**src/hdl/jac_pkg.sv**
```systemverilog
// Shared types and constants for the joystick axis conditioner.
// No dependencies; used by jac_ctrl, jac_datapath and the top level.
package jac_pkg;

    localparam int AXIS_W       = 4;
    localparam int SAMPLE_W     = 16;
    localparam int VAL_W        = 18;   // signed Q2.16, range -65536..65536
    localparam int ACC_W        = 27;   // EMA accumulator
    localparam int COEF_W       = 8;    // Q0.8 table entries
    localparam int TABLE_W      = 64;
    localparam int DIV_STEPS    = 17;   // quotient bits of the deadzone rescale
    localparam int CNT_W        = $clog2(DIV_STEPS);
    localparam int CFG_IDX_W    = 2;
    localparam int NUM_AXES_DEF = 8;

    localparam logic signed [VAL_W-1:0] ONE_Q16  = 18'sd65536;
    localparam logic signed [VAL_W-1:0] HALF_Q16 = 18'sd32768;

    typedef enum logic [CFG_IDX_W-1:0] {
        CFG_INVERT    = 2'd0,
        CFG_DEADZONE  = 2'd1,
        CFG_SMOOTHING = 2'd2
    } t_cfg_index;

    typedef enum logic [3:0] {
        S_IDLE,
        S_CONV,
        S_DZ,
        S_DIV,
        S_DZ_FIN,
        S_EMA1,
        S_EMA2,
        S_EMA3,
        S_OUT
    } t_state;

    typedef struct packed {
        logic load;
        logic conv;
        logic dz_init;
        logic div_step;
        logic dz_fin;
        logic ema_bypass;
        logic mul1;
        logic mul2;
        logic ema_fin;
        logic out_load;
    } t_dp_cmd;

    typedef struct packed {
        logic div_needed;
        logic smooth;
        logic out_free;
    } t_dp_stat;

endpackage

```
**src/hdl/jac_ctrl.sv**
```systemverilog
// Sequencer for the joystick axis conditioner.
// Depends on jac_pkg; drives the command struct of jac_datapath.
module jac_ctrl (
    input  logic              i_clk,
    input  logic              i_rst_n,
    input  logic              i_in_valid,
    output logic              o_in_ready,
    input  jac_pkg::t_dp_stat i_stat,
    output jac_pkg::t_dp_cmd  o_cmd
);

    jac_pkg::t_state               r_state, n_state;
    logic [jac_pkg::CNT_W-1:0]     r_cnt, n_cnt;

    always_ff @(posedge i_clk) begin
        if (!i_rst_n) begin
            r_state <= jac_pkg::S_IDLE;
            r_cnt   <= '0;
        end else begin
            r_state <= n_state;
            r_cnt   <= n_cnt;
        end
    end

    always_comb begin
        n_state    = r_state;
        n_cnt      = r_cnt;
        o_cmd      = '0;
        o_in_ready = 1'b0;
        unique case (r_state)
            jac_pkg::S_IDLE: begin
                o_in_ready = 1'b1;
                if (i_in_valid) begin
                    o_cmd.load = 1'b1;
                    n_state    = jac_pkg::S_CONV;
                end
            end
            jac_pkg::S_CONV: begin
                o_cmd.conv = 1'b1;
                n_state    = jac_pkg::S_DZ;
            end
            jac_pkg::S_DZ: begin
                o_cmd.dz_init = 1'b1;
                n_cnt         = '0;
                n_state       = i_stat.div_needed ? jac_pkg::S_DIV : jac_pkg::S_EMA1;
            end
            jac_pkg::S_DIV: begin
                o_cmd.div_step = 1'b1;
                n_cnt          = r_cnt + 1'b1;
                if (r_cnt == jac_pkg::CNT_W'(jac_pkg::DIV_STEPS - 1)) begin
                    n_state = jac_pkg::S_DZ_FIN;
                end
            end
            jac_pkg::S_DZ_FIN: begin
                o_cmd.dz_fin = 1'b1;
                n_state      = jac_pkg::S_EMA1;
            end
            jac_pkg::S_EMA1: begin
                if (i_stat.smooth) begin
                    o_cmd.mul1 = 1'b1;
                    n_state    = jac_pkg::S_EMA2;
                end else begin
                    o_cmd.ema_bypass = 1'b1;
                    n_state          = jac_pkg::S_OUT;
                end
            end
            jac_pkg::S_EMA2: begin
                o_cmd.mul2 = 1'b1;
                n_state    = jac_pkg::S_EMA3;
            end
            jac_pkg::S_EMA3: begin
                o_cmd.ema_fin = 1'b1;
                n_state       = jac_pkg::S_OUT;
            end
            jac_pkg::S_OUT: begin
                // hold until the output register is free
                if (i_stat.out_free) begin
                    o_cmd.out_load = 1'b1;
                    n_state        = jac_pkg::S_IDLE;
                end
            end
            default: begin
                n_state = jac_pkg::S_IDLE;
            end
        endcase
    end

endmodule

```
**src/hdl/jac_datapath.sv**
```systemverilog
// Datapath of the joystick axis conditioner: config registers, conversion,
// deadzone divider, EMA state and multiplier, output scaling. Depends on jac_pkg.
module jac_datapath #(
    parameter int NUM_AXES = jac_pkg::NUM_AXES_DEF
) (
    input  logic                                i_clk,
    input  logic                                i_rst_n,
    input  logic                                i_cfg_we,
    input  logic [jac_pkg::CFG_IDX_W-1:0]       i_cfg_index,
    input  logic [jac_pkg::TABLE_W-1:0]         i_cfg_data,
    input  logic [jac_pkg::AXIS_W-1:0]          i_axis_index,
    input  logic signed [jac_pkg::SAMPLE_W-1:0] i_sample,
    input  logic                                i_source_signed,
    input  logic                                i_source_present,
    input  logic                                i_restart,
    input  jac_pkg::t_dp_cmd                    i_cmd,
    output jac_pkg::t_dp_stat                   o_stat,
    input  logic                                i_out_ready,
    output logic                                o_out_valid,
    output logic [jac_pkg::AXIS_W-1:0]          o_axis_out,
    output logic signed [jac_pkg::SAMPLE_W-1:0] o_output_value
);

    localparam int IDX_W = (NUM_AXES > 1) ? $clog2(NUM_AXES) : 1;
    localparam int AXN_W = jac_pkg::AXIS_W + 1;
    localparam int VW    = jac_pkg::VAL_W;
    localparam int AW    = jac_pkg::ACC_W;
    localparam int CW    = jac_pkg::COEF_W;

    // configuration
    logic [CW-1:0]                 r_invert;
    logic [jac_pkg::TABLE_W-1:0]   r_dz_tab;
    logic [jac_pkg::TABLE_W-1:0]   r_alpha_tab;

    // captured request
    logic [jac_pkg::AXIS_W-1:0]          r_axis;
    logic signed [jac_pkg::SAMPLE_W-1:0] r_sample;
    logic                                r_sgn;
    logic                                r_present;

    // working value, divider, accumulator
    logic signed [VW-1:0] r_v;
    logic                 r_neg;
    logic [15:0]          r_den;
    logic [15:0]          r_rem;
    logic [16:0]          r_quo;
    logic signed [AW-1:0] r_acc;

    // EMA state
    logic signed [VW-1:0] r_ema [NUM_AXES];
    logic [NUM_AXES-1:0]  r_ema_valid;

    // output register
    logic                                r_out_valid;
    logic [jac_pkg::AXIS_W-1:0]          r_out_axis;
    logic signed [jac_pkg::SAMPLE_W-1:0] r_out_value;

    always_ff @(posedge i_clk) begin
        if (!i_rst_n) begin
            r_invert    <= '0;
            r_dz_tab    <= '0;
            r_alpha_tab <= '0;
        end else if (i_cfg_we) begin
            unique case (jac_pkg::t_cfg_index'(i_cfg_index))
                jac_pkg::CFG_INVERT:    r_invert    <= i_cfg_data[CW-1:0];
                jac_pkg::CFG_DEADZONE:  r_dz_tab    <= i_cfg_data;
                jac_pkg::CFG_SMOOTHING: r_alpha_tab <= i_cfg_data;
                default: ;
            endcase
        end
    end

    // axis decode
    logic [AXN_W-1:0] w_axis_x;
    logic             w_cond, w_slider, w_hat, w_low8, w_inv;
    logic [5:0]       w_sel;
    logic [CW-1:0]    w_d, w_a;
    logic [IDX_W-1:0] w_idx;

    assign w_axis_x = {1'b0, r_axis};
    assign w_cond   = r_present && (w_axis_x < AXN_W'(NUM_AXES));
    assign w_slider = (w_axis_x + AXN_W'(2)) >= AXN_W'(NUM_AXES);
    assign w_hat    = r_present && (w_axis_x == AXN_W'(NUM_AXES));
    assign w_low8   = !r_axis[3];
    assign w_sel    = {r_axis[2:0], 3'b000};
    assign w_d      = w_low8 ? r_dz_tab[w_sel +: CW] : '0;
    assign w_a      = w_low8 ? r_alpha_tab[w_sel +: CW] : '0;
    assign w_inv    = w_low8 && r_invert[r_axis[2:0]];
    assign w_idx    = r_axis[IDX_W-1:0];

    // conversion to Q2.16
    logic signed [jac_pkg::SAMPLE_W-1:0] w_s_clamp;
    logic signed [VW-1:0]                w_se, w_raw, w_conv;

    always_comb begin
        w_s_clamp = (!r_sgn && r_sample < 0) ? 16'sd0 : r_sample;
        w_se      = VW'(w_s_clamp);
        if (w_slider) begin
            w_raw  = r_sgn ? (w_se + jac_pkg::HALF_Q16) : (w_se <<< 1);
            w_conv = w_inv ? (jac_pkg::ONE_Q16 - w_raw) : w_raw;
        end else begin
            w_raw  = r_sgn ? (w_se <<< 1) : ((w_se <<< 2) - jac_pkg::ONE_Q16);
            w_conv = w_inv ? -w_raw : w_raw;
        end
    end

    // deadzone
    logic signed [VW-1:0] w_vneg;
    logic [16:0]          w_av, w_diff;
    logic [15:0]          w_dzv, w_den;
    logic                 w_dz_on, w_below;

    assign w_vneg  = -r_v;
    assign w_av    = r_v[VW-1] ? w_vneg[16:0] : r_v[16:0];
    assign w_dzv   = {w_d, 8'h00};
    assign w_den   = {CW'(9'd256 - {1'b0, w_d}), 8'h00};
    assign w_dz_on = w_cond && !w_slider && (w_d != '0);
    assign w_below = w_av < {1'b0, w_dzv};
    assign w_diff  = w_av - {1'b0, w_dzv};

    // restoring divider step
    logic [16:0] w_trial, w_sub;
    logic        w_ge;

    assign w_trial = {r_rem, r_quo[16]};
    assign w_ge    = w_trial >= {1'b0, r_den};
    assign w_sub   = w_trial - {1'b0, r_den};

    logic [16:0]          w_qsat;
    logic signed [VW-1:0] w_qs;

    assign w_qsat = (r_quo > 17'd65536) ? 17'd65536 : r_quo;
    assign w_qs   = {1'b0, w_qsat};

    // EMA multiplier, shared by both products
    logic signed [VW-1:0] w_ema_cur, w_mx, w_ema_new;
    logic [CW-1:0]        w_mc;
    logic signed [AW-1:0] w_prod;

    assign w_ema_cur = r_ema[w_idx];
    assign w_mx      = i_cmd.mul1 ? w_ema_cur : r_v;
    assign w_mc      = i_cmd.mul1 ? CW'(9'd256 - {1'b0, w_a}) : w_a;
    assign w_prod    = AW'(w_mx) * AW'($signed({1'b0, w_mc}));
    assign w_ema_new = r_acc[VW+7:8];

    always_ff @(posedge i_clk) begin
        if (i_cmd.load) begin
            r_axis    <= i_axis_index;
            r_sample  <= i_sample;
            r_sgn     <= i_source_signed;
            r_present <= i_source_present;
        end
        if (i_cmd.conv) begin
            r_v <= w_conv;
        end
        if (i_cmd.dz_init) begin
            r_neg <= r_v[VW-1];
            r_den <= w_den;
            r_rem <= {1'b0, w_diff[15:1]};
            r_quo <= {w_diff[0], 1'b0, w_den[15:1]};
            if (w_dz_on && w_below) begin
                r_v <= '0;
            end
        end
        if (i_cmd.div_step) begin
            r_rem <= w_ge ? w_sub[15:0] : w_trial[15:0];
            r_quo <= {r_quo[15:0], w_ge};
        end
        if (i_cmd.dz_fin) begin
            r_v <= r_neg ? -w_qs : w_qs;
        end
        if (i_cmd.mul1) begin
            r_acc <= w_prod;
        end
        if (i_cmd.mul2) begin
            r_acc <= r_acc + w_prod + AW'(128);
        end
        if (i_cmd.ema_fin) begin
            r_v          <= w_ema_new;
            r_ema[w_idx] <= w_ema_new;
        end
        if (i_cmd.ema_bypass && w_cond) begin
            r_ema[w_idx] <= r_v;
        end
    end

    always_ff @(posedge i_clk) begin
        if (!i_rst_n) begin
            r_ema_valid <= '0;
        end else if (i_cmd.load && i_restart) begin
            r_ema_valid <= '0;
        end else if (i_cmd.ema_fin || (i_cmd.ema_bypass && w_cond)) begin
            r_ema_valid[w_idx] <= 1'b1;
        end
    end

    // output scaling
    logic signed [VW-1:0] w_lo, w_cl, w_clneg;
    logic [16:0]          w_mag;
    logic [32:0]          w_mag33, w_scl;
    logic [15:0]          w_mag_o;
    logic signed [15:0]   w_result;

    always_comb begin
        w_lo     = w_slider ? '0 : -jac_pkg::ONE_Q16;
        w_cl     = (r_v > jac_pkg::ONE_Q16) ? jac_pkg::ONE_Q16 : ((r_v < w_lo) ? w_lo : r_v);
        w_clneg  = -w_cl;
        w_mag    = w_cl[VW-1] ? w_clneg[16:0] : w_cl[16:0];
        w_mag33  = 33'(w_mag);
        w_scl    = (w_mag33 << 15) - w_mag33 + 33'd32768;
        w_mag_o  = {1'b0, w_scl[30:16]};
        w_result = '0;
        if (w_cond) begin
            w_result = w_cl[VW-1] ? -$signed(w_mag_o) : $signed(w_mag_o);
        end else if (w_hat && r_sample >= 0 && r_sample <= 16'sd7) begin
            w_result = $signed(16'(r_sample[2:0]) + 16'd1);
        end
    end

    always_ff @(posedge i_clk) begin
        if (!i_rst_n) begin
            r_out_valid <= 1'b0;
        end else if (i_cmd.out_load) begin
            r_out_valid <= 1'b1;
        end else if (i_out_ready) begin
            r_out_valid <= 1'b0;
        end
    end

    always_ff @(posedge i_clk) begin
        if (i_cmd.out_load) begin
            r_out_axis  <= r_axis;
            r_out_value <= w_result;
        end
    end

    assign o_stat.div_needed = w_dz_on && !w_below;
    assign o_stat.smooth     = w_cond && (w_a != '0) && r_ema_valid[w_idx];
    assign o_stat.out_free   = !r_out_valid || i_out_ready;

    assign o_out_valid    = r_out_valid;
    assign o_axis_out     = r_out_axis;
    assign o_output_value = r_out_value;

endmodule

```
**src/hdl/joystick_axis_conditioner.sv**
```systemverilog
// Top level of the joystick axis conditioner: stream ports and config port.
// Depends on jac_pkg, jac_ctrl and jac_datapath.
//
// Usage:
//  - Slave stream (i_s_*): one request per axis sample. The axis index, the
//    signed-source flag and the present flag travel in tuser; the sample and
//    the restart flag travel in tdata.
//  - Master stream (o_m_*): one result per request, the axis echo in tuser
//    and the conditioned value in tdata.
//  - Config port (i_cfg_*): index 0 invert mask, 1 deadzone table,
//    2 smoothing table. Always ready; write only while no request is in flight.
//  - Sequence: after acceptance a request passes conversion, the deadzone check,
//    the EMA step and the output state. The 17-step restoring divider for the
//    deadzone rescale runs only when a deadzone division is needed and dominates;
//    smoothing adds the EMA2 and EMA3 states, both products on the shared multiplier.
//  - Flow: one request is in work at a time, and the next is taken once the
//    result has moved to the output register, even if the receiver has not
//    taken it yet.
//  - Stall: a held result stays on the master port; work finishing behind it
//    waits in the controller until the output register frees.
//  - Reset clears the config registers, all EMA valid flags, the controller
//    and the output valid.
module joystick_axis_conditioner #(
    parameter int NUM_AXES = jac_pkg::NUM_AXES_DEF
) (
    input  logic                              i_clk,
    input  logic                              i_rst_n,
    input  logic                              i_s_tvalid,
    output logic                              o_s_tready,
    input  logic [23:0]                       i_s_tdata,  // [15:0] sample, [16] restart
    input  logic [5:0]                        i_s_tuser,  // [3:0] axis_index,
                                                          // [4] source_signed,
                                                          // [5] source_present
    output logic                              o_m_tvalid,
    input  logic                              i_m_tready,
    output logic [15:0]                       o_m_tdata,  // [15:0] output_value
    output logic [3:0]                        o_m_tuser,  // [3:0] axis_out
    input  logic                              i_cfg_valid,
    output logic                              o_cfg_ready,
    input  logic [jac_pkg::CFG_IDX_W-1:0]     i_cfg_index,
    input  logic [jac_pkg::TABLE_W-1:0]       i_cfg_data
);

    jac_pkg::t_dp_cmd  w_cmd;
    jac_pkg::t_dp_stat w_stat;
    logic signed [jac_pkg::SAMPLE_W-1:0] w_out_value;

    // config writes are always accepted and registered in the next cycle
    assign o_cfg_ready = 1'b1;

    jac_ctrl u_ctrl (
        .i_clk      (i_clk),
        .i_rst_n    (i_rst_n),
        .i_in_valid (i_s_tvalid),
        .o_in_ready (o_s_tready),
        .i_stat     (w_stat),
        .o_cmd      (w_cmd)
    );

    jac_datapath #(
        .NUM_AXES (NUM_AXES)
    ) u_datapath (
        .i_clk            (i_clk),
        .i_rst_n          (i_rst_n),
        .i_cfg_we         (i_cfg_valid),
        .i_cfg_index      (i_cfg_index),
        .i_cfg_data       (i_cfg_data),
        .i_axis_index     (i_s_tuser[3:0]),
        .i_sample         ($signed(i_s_tdata[15:0])),
        .i_source_signed  (i_s_tuser[4]),
        .i_source_present (i_s_tuser[5]),
        .i_restart        (i_s_tdata[16]),
        .i_cmd            (w_cmd),
        .o_stat           (w_stat),
        .i_out_ready      (i_m_tready),
        .o_out_valid      (o_m_tvalid),
        .o_axis_out       (o_m_tuser),
        .o_output_value   (w_out_value)
    );

    assign o_m_tdata = w_out_value;

`ifndef SYNTHESIS
    // never load a result over one the receiver has not taken
    a_no_overwrite: assert property (@(posedge i_clk) disable iff (!i_rst_n)
        w_cmd.out_load |-> w_stat.out_free)
        else $error("output register overwritten");

    // one request at a time
    a_single_request: assert property (@(posedge i_clk) disable iff (!i_rst_n)
        (i_s_tvalid && o_s_tready) |=> !o_s_tready)
        else $error("request accepted while another is in work");

    // clamp keeps results inside +-32767
    a_result_range: assert property (@(posedge i_clk) disable iff (!i_rst_n)
        o_m_tvalid |-> (o_m_tdata != 16'h8000))
        else $error("result outside the clamp range");
`endif

endmodule
```
**config.mk**
```make
export PLATFORM = sky130hd
export DESIGN_NAME = joystick_axis_conditioner
export DESIGN_NICKNAME = d
export VERILOG_FILES = /design/src/hdl/jac_pkg.sv /design/src/hdl/jac_ctrl.sv /design/src/hdl/jac_datapath.sv /design/src/hdl/joystick_axis_conditioner.sv
export SDC_FILE = /design/constraint.sdc
export NUM_CORES = 1
export LEC_CHECK = 0
export BUFFER_PORTS_ARGS = -buffer_cell sky130_fd_sc_hd__buf_2
export CAP_MARGIN = 20
export CELL_PAD_IN_SITES_DETAIL_PLACEMENT = 2
export CELL_PAD_IN_SITES_GLOBAL_PLACEMENT = 2
export CORE_ASPECT_RATIO = 0.8
export CORE_MARGIN = 2
export CORE_UTILIZATION = 41
export DETAILED_ROUTE_END_ITERATION = 8
export PLACE_DENSITY_LB_ADDON = 0.1
export SKIP_CTS_REPAIR_TIMING = 1
export SLEW_MARGIN = 20
export SYNTH_ARGS = -nofsm -noshare
export SYNTH_HDL_FRONTEND = slang
export SYNTH_SLANG_ARGS = --single-unit
```
**constraint.sdc**
```tcl
create_clock -name i_clk -period 14.4 [get_ports i_clk]
set_clock_uncertainty 0.2 [all_clocks]
set_input_delay 3.6 -clock i_clk [delete_from_list [all_inputs] [get_ports i_clk]]
set_output_delay 3.6 -clock i_clk [all_outputs]
set_load 0.03 [all_outputs]
```
==> run summary <==
Vias in the first global route - 25400
Worst R2R Path Depth - 41
VDD IR-drop max - 0.000132 V
Post-Synthesis Cells - 2975
Hold Path Depth - 2
Final Cycle Share - 88.1%
WL/cell - 25.9 um
Drt total wl - 104000 um
CTS tree - yes
Top FF cell, synth - edfxtp_1
Hold Vio Cnt, Final - 0
Top cell type's share of synthesized area - 26.5%
Worst reg2reg setup slack - 1720 ps
Post-Place Cell Area - 30500 um2
Pwr per Cell Area - 177 nW/um2
DIE WIDTH - 300 um
Worst EP required - 14540 ps
Post-synth EDFFs - 254
Netlist Area Pre-Place - 28800 um2
Skew-Pair Late Insertion Delay - 610 ps
Die Y - 241 um
Worst path slowest cell - and3_1
Last element of the critical path - u_datapath.r_acc[25]
Starting Density - 41.6%
DRC Markers - 0
Multi-input logic area - 16100 um2
Die Area - 72400 um2
Yosys top cell by area - edfxtp_1
RR Endpoint - u_datapath.r_acc[25]
Layout fillers - 7309
Starting DRC count in detailed routing - 1628
Crit-path max FO - 38
Nets - 3428
Commonest non-fill, non-tap cell in the layout - nand2_1
Final setup vio count - 0
CTS buffer count - 49
Worst reg2reg startpoint - u_datapath.r_axis[2]
Worst Tran Pin Value - 1070 ps
Final instance area - 32200 um2
Register Area - 11100 um2
Fmax - 0.0788 GHz
Clock transition at path regs - 60 ps
CP peak stage delay - 780 ps
Slew margin rel. - 27.7%
Initial DRT Pass Iterations - 5
Synth Warn # - 0
Slew Viols, Final - 0
DP Wirelength - 77100 um
Min-delay worst type - reg2reg
Area growth, synth to finish - 11.9%
ANT nets after route - 0
Final setup TNS - 0 ps
Number of library cell types mapped by synthesis - 92
Layout cells sized above 1 - 12.7%
Crit path DAT - 12820 ps
Total core area - 69200 um2
Element type at the critical path end - flop
Sequential area share after synthesis - 38.6%
Port Buffers - 115
Syn_nets - 3347
Post-Syn Area per Cell - 9.68 um2
# diodes - 0
IO Pins - 124
Status - complete, no violations
Commonest non-fill, non-tap cells in the layout - nand2_1 (484), edfxtp_1 (254), inv_1 (245)
CTS sink cnt - 429
Tmin final - 12680 ps
DR vias/cell - 5.78
Clock Path Buffers - 3
Synth top area cells - edfxtp_1 (26%), dfxtp_1 (12%), fa_1 (8.1%)
Startpoint types - flop
DR vias - 23200
Total grt overflow - 0
Unrepaired setup endpoints after global routing - false
Largest net degree at the start of global routing - 89
H-tree levels - 2
Root Driver - clkbuf_16
Total GRT Usage - 28.9%
Max_cap viols - 0
Gpl congestion - 0.859
Antenna violations before repair - 0
FP Rows - 86
Worst setup startpoint - u_datapath.r_axis[2]
First-pass GRT wire length - 159000 um
CP Class - reg2reg
FF+latch count, synth - 429
Asr flop ratio synth - 0%
Leak - 0.0129 uW
==> per-stage QoR <==
step                total power [uW]  instances  setup WS (ps)  hold WS, ps  util [%]
finish                          5700       4020           1720          267      46.6
CTS                             5700       4019           1890          271      46.5
detailed placement              4280       3928           2000          254      44.0
global placement                4140       3928           2320          243      44.0
floorplan                       3450       2975           4410          221         -
global route                    6050       4020           1100          288      46.6
==> state kept, by name, indices dropped and copies added, names as in the netlist, 4 cells and up, named ones only <==
register and count:
u_datapath.r_invert 8, u_ctrl.r_cnt 5, u_datapath.r_acc 26, u_ctrl.r_state 4, u_datapath.r_ema 144, u_datapath.o_axis_out 4, u_datapath.r_rem 16, u_datapath.r_quo 17
u_datapath.r_axis 4, u_datapath.r_den 8, u_datapath.r_alpha_tab 64, u_datapath.r_dz_tab 64, u_datapath.r_ema_valid 8, u_datapath.r_v 18, u_datapath.o_output_value 16, u_datapath.r_sample 16
==> cell families (layout without fill, tap and decap cells) <==
family	after synthesis	after routing	share of synthesized area, %
XOR/XNOR	140	140	4.31
buffers and inverters	404	525	5.46
adder cells (fa/ha/maj)	271	271	14.8
AO/OA/AOI/OAI	636	636	14.8
AND/OR/NAND/NOR	955	955	14.9
multiplexers	139	139	7.04
flip-flops	429	429	38.6
other	1	1	0.0130
==> layer usage <==
layer / track usage, % / wire, um
met1: 40.8 / 49100
met2: 48.0 / 48700
met3: 3.00 / 4230
met4: 6.71 / 2220
met5: 0 / 0
==> worst max-delay path, delay by kind of cell (launching register included) <==
kind            cells  cell delay, ps
xor+xnor            4             800
compound gates     13            4120
buf+inv             7            1160
simple gates        9            2740
fa+ha+maj           8            2900
flops               1             440
==> layout make-up <==
type | count | area share [%]
timing repair buffer | 187 | 3.53
sequential | 429 | 34.5
multi-input combinational | 2142 | 50.0
clock inverter | 25 | 1.07
inverter | 247 | 2.88
clock buffer | 66 | 4.35
tap | 924 | 3.59
==> report_power, final <==
part / switching (uW) / total [uW] / internal (uW)
combinational: 1740 / 2800 / 1060
clock: 560 / 1390 / 828
sequential: 103 / 1510 / 1410
total: 2400 / 5700 / 3300
==> Yosys cell counts, types with 17 or more instances <==
master / instances
clkbuf_1: 122
o31ai_1: 22
o21ai_0: 100
a21oi_1: 141
dfxtp_1: 175
nand3_1: 26
mux4_2: 46
ha_1: 155
xor2_1: 50
nand2b_1: 37
o21a_1: 37
nor2b_1: 61
a21boi_0: 136
nor3_1: 28
fa_1: 116
a22oi_1: 19
xnor2_1: 89
nor2_1: 197
inv_1: 245
mux2i_1: 44
buf_2: 17
edfxtp_1: 254
mux2_2: 49
a21o_1: 30
nand2_1: 484
o221ai_1: 17
==> worst min path at each step <==
stage	start	to	slack, ps
2_1_floorplan	u_datapath.r_axis[0]	u_datapath.o_axis_out[0]	220
3_3_place_gp	u_datapath.r_ema_valid[6]	u_datapath.r_ema_valid[6]	240
3_5_place_dp	u_datapath.r_ema_valid[5]	u_datapath.r_ema_valid[5]	250
4_1_cts	u_datapath.r_ema_valid[5]	u_datapath.r_ema_valid[5]	270
5_1_grt	u_datapath.r_dz_tab[60]	u_datapath.r_dz_tab[60]	290
6_report	u_datapath.r_dz_tab[31]	u_datapath.r_dz_tab[31]	270
Note: power is estimated with default switching activity, not from simulation.
